[src/rtl/rfa_pkg.sv]
`default_nettype none
// ----------------------------------------------------------------------------
// rfa_pkg: shared types and constants of the frame allocator
// Frame and count geometry, request codes, beat payloads and the
// command and status bundles between controller and datapath.
// ----------------------------------------------------------------------------
package rfa_pkg;

	localparam int unsigned FRAMES     = 1024;
	localparam int unsigned COUNT_BITS = 8;
	localparam int unsigned FRAME_BITS = (FRAMES > 1) ? $clog2(FRAMES) : 1;
	localparam int unsigned ST_BITS    = COUNT_BITS + 1;

	localparam logic [FRAME_BITS-1:0] FRAME_LAST = FRAME_BITS'(FRAMES - 1);
	localparam logic [COUNT_BITS-1:0] COUNT_MAX  = '1;

	localparam logic [1:0] FUNC_TAKE    = 2'd0;
	localparam logic [1:0] FUNC_RESERVE = 2'd1;
	localparam logic [1:0] FUNC_RETURN  = 2'd2;
	localparam logic [1:0] FUNC_SPARE   = 2'd3;

	typedef struct packed {
		logic [1:0] func;
		logic [9:0] frame_index;
	} req_t;

	typedef struct packed {
		logic [9:0] frame_out;
		logic       status;
		logic [7:0] count_out;
	} rsp_t;

	typedef struct packed {
		logic init_wr;
		logic load;
		logic exec;
		logic link2;
		logic push;
	} cmd_t;

	typedef struct packed {
		logic init_last;
		logic need_link2;
		logic out_free;
	} sts_t;

	function automatic logic [7:0] sat_out(input logic [COUNT_BITS-1:0] c);
		if (32'(c) > 32'd255) begin
			return 8'hFF;
		end
		return 8'(c);
	endfunction

endpackage
`default_nettype wire

[src/rtl/rfa_ctrl.sv]
`default_nettype none
// ----------------------------------------------------------------------------
// rfa_ctrl: allocator sequencer
// Runs the clearing sweep, then steps each request through execute,
// optional second link write and response hand-off.
// ----------------------------------------------------------------------------
module rfa_ctrl (
	input  wire logic        clk,
	input  wire logic        arst_n,
	input  wire logic        req_valid,
	output logic             req_stall,
	input  wire rfa_pkg::sts_t sts,
	output rfa_pkg::cmd_t    cmd
);

	typedef enum logic [2:0] {
		ST_INIT,
		ST_IDLE,
		ST_EXEC,
		ST_LINK2,
		ST_RESP
	} state_t;

	state_t state_q;
	state_t state_nx;
	logic   req_stall_q;

	always_comb begin
		state_nx = state_q;
		unique case (state_q)
			ST_INIT:  if (sts.init_last) state_nx = ST_IDLE;
			ST_IDLE:  if (req_valid) state_nx = ST_EXEC;
			ST_EXEC:  state_nx = sts.need_link2 ? ST_LINK2 : ST_RESP;
			ST_LINK2: state_nx = ST_RESP;
			ST_RESP:  if (sts.out_free) state_nx = ST_IDLE;
			default:  state_nx = ST_INIT;
		endcase
	end

	always_ff @(posedge clk or negedge arst_n) begin
		if (!arst_n) begin
			state_q     <= ST_INIT;
			req_stall_q <= 1'b1;
		end else begin
			state_q     <= state_nx;
			req_stall_q <= (state_nx != ST_IDLE);
		end
	end

	assign req_stall   = req_stall_q;
	assign cmd.init_wr = (state_q == ST_INIT);
	assign cmd.load    = (state_q == ST_IDLE) && req_valid;
	assign cmd.exec    = (state_q == ST_EXEC);
	assign cmd.link2   = (state_q == ST_LINK2);
	assign cmd.push    = (state_q == ST_RESP) && sts.out_free;

endmodule
`default_nettype wire

[config.mk]
export PLATFORM = sky130hd
export DESIGN_NAME = rfa_ctrl
export DESIGN_NICKNAME = d
export VERILOG_FILES = /design/src/rtl/rfa_pkg.sv /design/src/rtl/rfa_ctrl.sv
export SDC_FILE = /design/constraint.sdc
export NUM_CORES = 1
export LEC_CHECK = 0
export BUFFER_PORTS_ARGS = -buffer_cell sky130_fd_sc_hd__buf_2
export CAP_MARGIN = 20
export CORE_AREA = 3 3 40 42
export DETAILED_ROUTE_END_ITERATION = 12
export DIE_AREA = 0 0 43 45
export PLACE_DENSITY_LB_ADDON = 0.12
export SLEW_MARGIN = 0
export SYNTH_ARGS = -nofsm -noshare
export SYNTH_HDL_FRONTEND = slang
export SYNTH_SLANG_ARGS = --single-unit
[constraint.sdc]
create_clock -name clk -period 3.83 [get_ports clk]
set_clock_uncertainty 0.15 [all_clocks]
set_input_delay 0.5745 -clock clk [delete_from_list [all_inputs] [get_ports clk]]
set_output_delay 0.5745 -clock clk [all_outputs]
set_load 0.02 [all_outputs]
### Word-level counts from Yosys, hierarchy flattened

Cells that the tools add are included.
W data, S select, Z words.

* eq/ne operators: 5
* mux-type cells: 5
* reduce and logical (&&, ||, !) cells: 3

Operator list (count)
* $pmux W3 S5: 1
* $mux W3: 4
* $eq A3 B2 Y1 const B: 2
* $eq A3 B1 Y1 const B: 1
* $eq A3 B3 Y1 const B: 1
* $logic_not A3 Y1: 1
* $ne A3 B1 Y1 const B: 1
* $logic_and A1 B1 Y1: 2

* flip-flop bits (word level): 4

### Logic depth before layout (Yosys ltp)

* depth after elaboration: 3
* gate-level depth with buffers: 3

### Worst setup path after synthesis

OpenSTA, ideal clock, no wires.

* path kind: in2out
* start point: input req_valid
* end point: output cmd[3] (netlist name)
* data arrival time: 1.289 ns
* required time: 3.105 ns
* path slack: 1.817 ns
* stages: 1
* buffers on the path: 0
* path through: nor4b_1

* word-level cells in the longest chain between the ends: 1

RTL lines
* start, declared: RTL line rfa_ctrl.sv:10 `input wire logic req_valid,`
* $logic_and A1 B1 Y1: RTL line rfa_ctrl.sv:52 `assign cmd.load = (state_q == ST_IDLE) && req_valid;`
* end, declared: RTL line rfa_ctrl.sv:13 `output rfa_pkg::cmd_t cmd`

Every way passes these cells.

==> results.md <==
- Layout cells sized above 1: 0.462
- R2R cell count: 2
- Critical Path Fanout Max: 10
- Reg-to-reg endpoint: state_q[0]$_DFF_PN0_
- Antenna Cells: 0
- Total track usage: 0.0568
- Root Buffer: clkbuf_4
- RSZ-0062 raised after global routing: no
- Grt ovf: 0
- Core Area: 1280 um2
- Final Hold Vio Count: 0
- Final net count: 46
- Status: complete, no violations
- Initial antenna violation count: 0
- Cell Chain, Critical Path: inv_1 -> nor4b_1 -> buf_2
- Routed WL: 546 um
- Leak: 0.171 nW
- Row count: 13
- Synth-to-layout area growth: 33.8%
- DPL Wire Length: 436 um
- Crit share post-route: 0.525
- Cts bufs inserted: 3
- Fmax: 497 MHz
- DRT antenna net count: 0
- Largest net degree at the start of global routing: 11
- FF+latch count, synth: 4
- Min setup slack post-route: 1.82 ns
- Mean post-synth cell area: 10.4 um2
- Number of DRC markers in iteration 0: 1
- Syn Std Cell Area: 259 um2
- R2R setup slack: 2.44 ns
- WS Path Type: flop to primary output
- First-pass GRT wire length: 786 um
- Setup_tns: 0 ns
- Worst hold path class: flop to flop
- Die area: 1940 um2
- Hold Path End: state_q[1]$_DFF_PN0_
- Critical Path RT: 3.11 ns
- WL per Instance: 10.1 um
- Max H-tree Level: 1
- WP data arrival: 1.29 ns
- Final Setup Violations: 0
- Clk sinks: 4
- Worst path max stage delay: 0.47 ns
- Die X: 43 um
- I/O pin count: 12
- DRC: 0
- Crit path max-delay family: flip-flops
- DR pass1 iterations: 2
- Yosys warning count: 0
- VDD IR max: 0.233 mV
- Slew @ Worst Pin: 0.376 ns
- Mapped Cells: 25
- Max_slew headroom: 0.746
- Max-slew violation count: 0
- IO Port Bufs: 11
- Fin area: 347 um2
- Syn_nets: 31
- CP bufs+invs: 2
- Hold Startpoint: state_q[2]$_DFF_PN0_
- Register area share after synthesis: 0.391
- Die height: 45 um
- Power Density: 828 nW/um2
- Starting Density: 0.202
- Dpl ws: 2.01 ns
- CTS max path bufs: 2
- DR vias: 228
- Vias in the first global route: 209
- Clock-pin slew on the worst setup and hold paths: 0.04 ns
- Tmin final: 2.01 ns
- Startpoint Class: flop
- Via density: 4.22
- CTS tree: yes
- Setup crit end kind: primary output
- Routability cong.: 0.634
- Clk Latency, worst-skew pair: 0.23 ns
- Reg2Reg Launch Point: state_q[2]$_DFF_PN0_
- Synth cell types: 17
- MaxCap Viol Count: 0
- Dpl cell area: 310 um2
- Post-CTS Resized: 0
- Worst path slowest cell: dfrtp_1
- Critical Path Start: state_q[0]$_DFF_PN0_
- Hold path cells: 1
==> cell families (layout without fill, tap and decap cells) <==
kind of cell           count (synthesis)  in the layout  share of synthesized area
and+or+nand+nor                       13             13                      0.357
AOI/OAI and AO/OA                      4              4                     0.0918
DFF                                    4              4                      0.391
buffers and inverters                  3             17                      0.101
muxes                                  1              1                     0.0580
==> cell type report <==
| class | instances | area, um2 |
|---|---|---|
| multi-input combinational | 18 | 131 |
| clock buffer | 4 | 26.3 |
| inverter | 1 | 3.75 |
| timing repair buffer | 12 | 65.1 |
| fill | 148 | 938 |
| tap | 15 | 18.8 |
| sequential | 4 | 101 |
==> cell usage in the layout, fill, tap and decap left out, types with 2 or more instances in the layout <==
cell / n
nor2_1: 3
nand3b_1: 2
buf_2: 11
dfrtp_1: 3
clkbuf_4: 3
nor4b_1: 2
a21oi_1: 2
==> report_power, final <==
group / total [mW] / internal [mW] / switching (mW)
clock: 0.0555 / 0.0390 / 0.0165
combinational: 0.132 / 0.0615 / 0.0706
sequential: 0.0995 / 0.0660 / 0.0335
==> per-stage QoR <==
| step | instances | power, mW | hold slack (ns) | utilization |
|---|---|---|---|---|
| finish | 54 | 0.287 | 0.447 | 0.270 |
| global route | 54 | 0.311 | 0.476 | 0.270 |
| CTS | 54 | 0.294 | 0.453 | 0.270 |
| detailed placement | 49 | 0.234 | 0.235 | 0.241 |
| global placement | 49 | 0.234 | 0.232 | 0.241 |
| floorplan | 25 | 0.212 | 0.129 | - |
==> per-layer routing <==
metal	vias to the layer above	GRT usage	share of wire	routed length [um]
met5	-	0	0	0
met4	0	0.0181	0	0
met3	0	0.0438	0.086	47
met2	8	0.0898	0.47	255
met1	102	0.0584	0.45	243
li1	118	-	-	-
==> cell usage after synthesis <==
cell type | count | area share
a211o_1 | 1 | 0.034
a21oi_1 | 2 | 0.039
and2b_2 | 1 | 0.034
and3_1 | 1 | 0.024
and4bb_2 | 1 | 0.048
buf_6 | 2 | 0.087
dfrtp_1 | 3 | 0.29
dfstp_2 | 1 | 0.10
inv_1 | 1 | 0.014
mux2_4 | 1 | 0.058
nand2b_1 | 1 | 0.024
nand3b_1 | 2 | 0.058
nor2_1 | 3 | 0.043
nor3_1 | 1 | 0.019
nor4b_1 | 2 | 0.068
o21ai_0 | 1 | 0.019
or4b_1 | 1 | 0.039
==> how the worst max path moves through the flow <==
stage          cells after the start  slack, ns  endpoint
6_report                           3       1.82    cmd[3]
5_1_grt                            3       1.73    cmd[3]
4_1_cts                            3       1.81    cmd[3]
3_5_place_dp                       3       2.01    cmd[3]
3_3_place_gp                       3       2.00    cmd[3]
2_1_floorplan                      1       1.82    cmd[3]
==> registers in the layout, summed over array words and instances (netlist names) <==
name and count:
req_stall 1, state_q 3
==> repair_timing <==
| action | 4_1_cts | 5_1_grt |
|---|---|---|
| hold buffers | 1 | 0 |
| buffers inserted | 0 | 0 |
| endpoints found under the hold margin | 3 | 0 |
(Power assumes the default switching activity.)
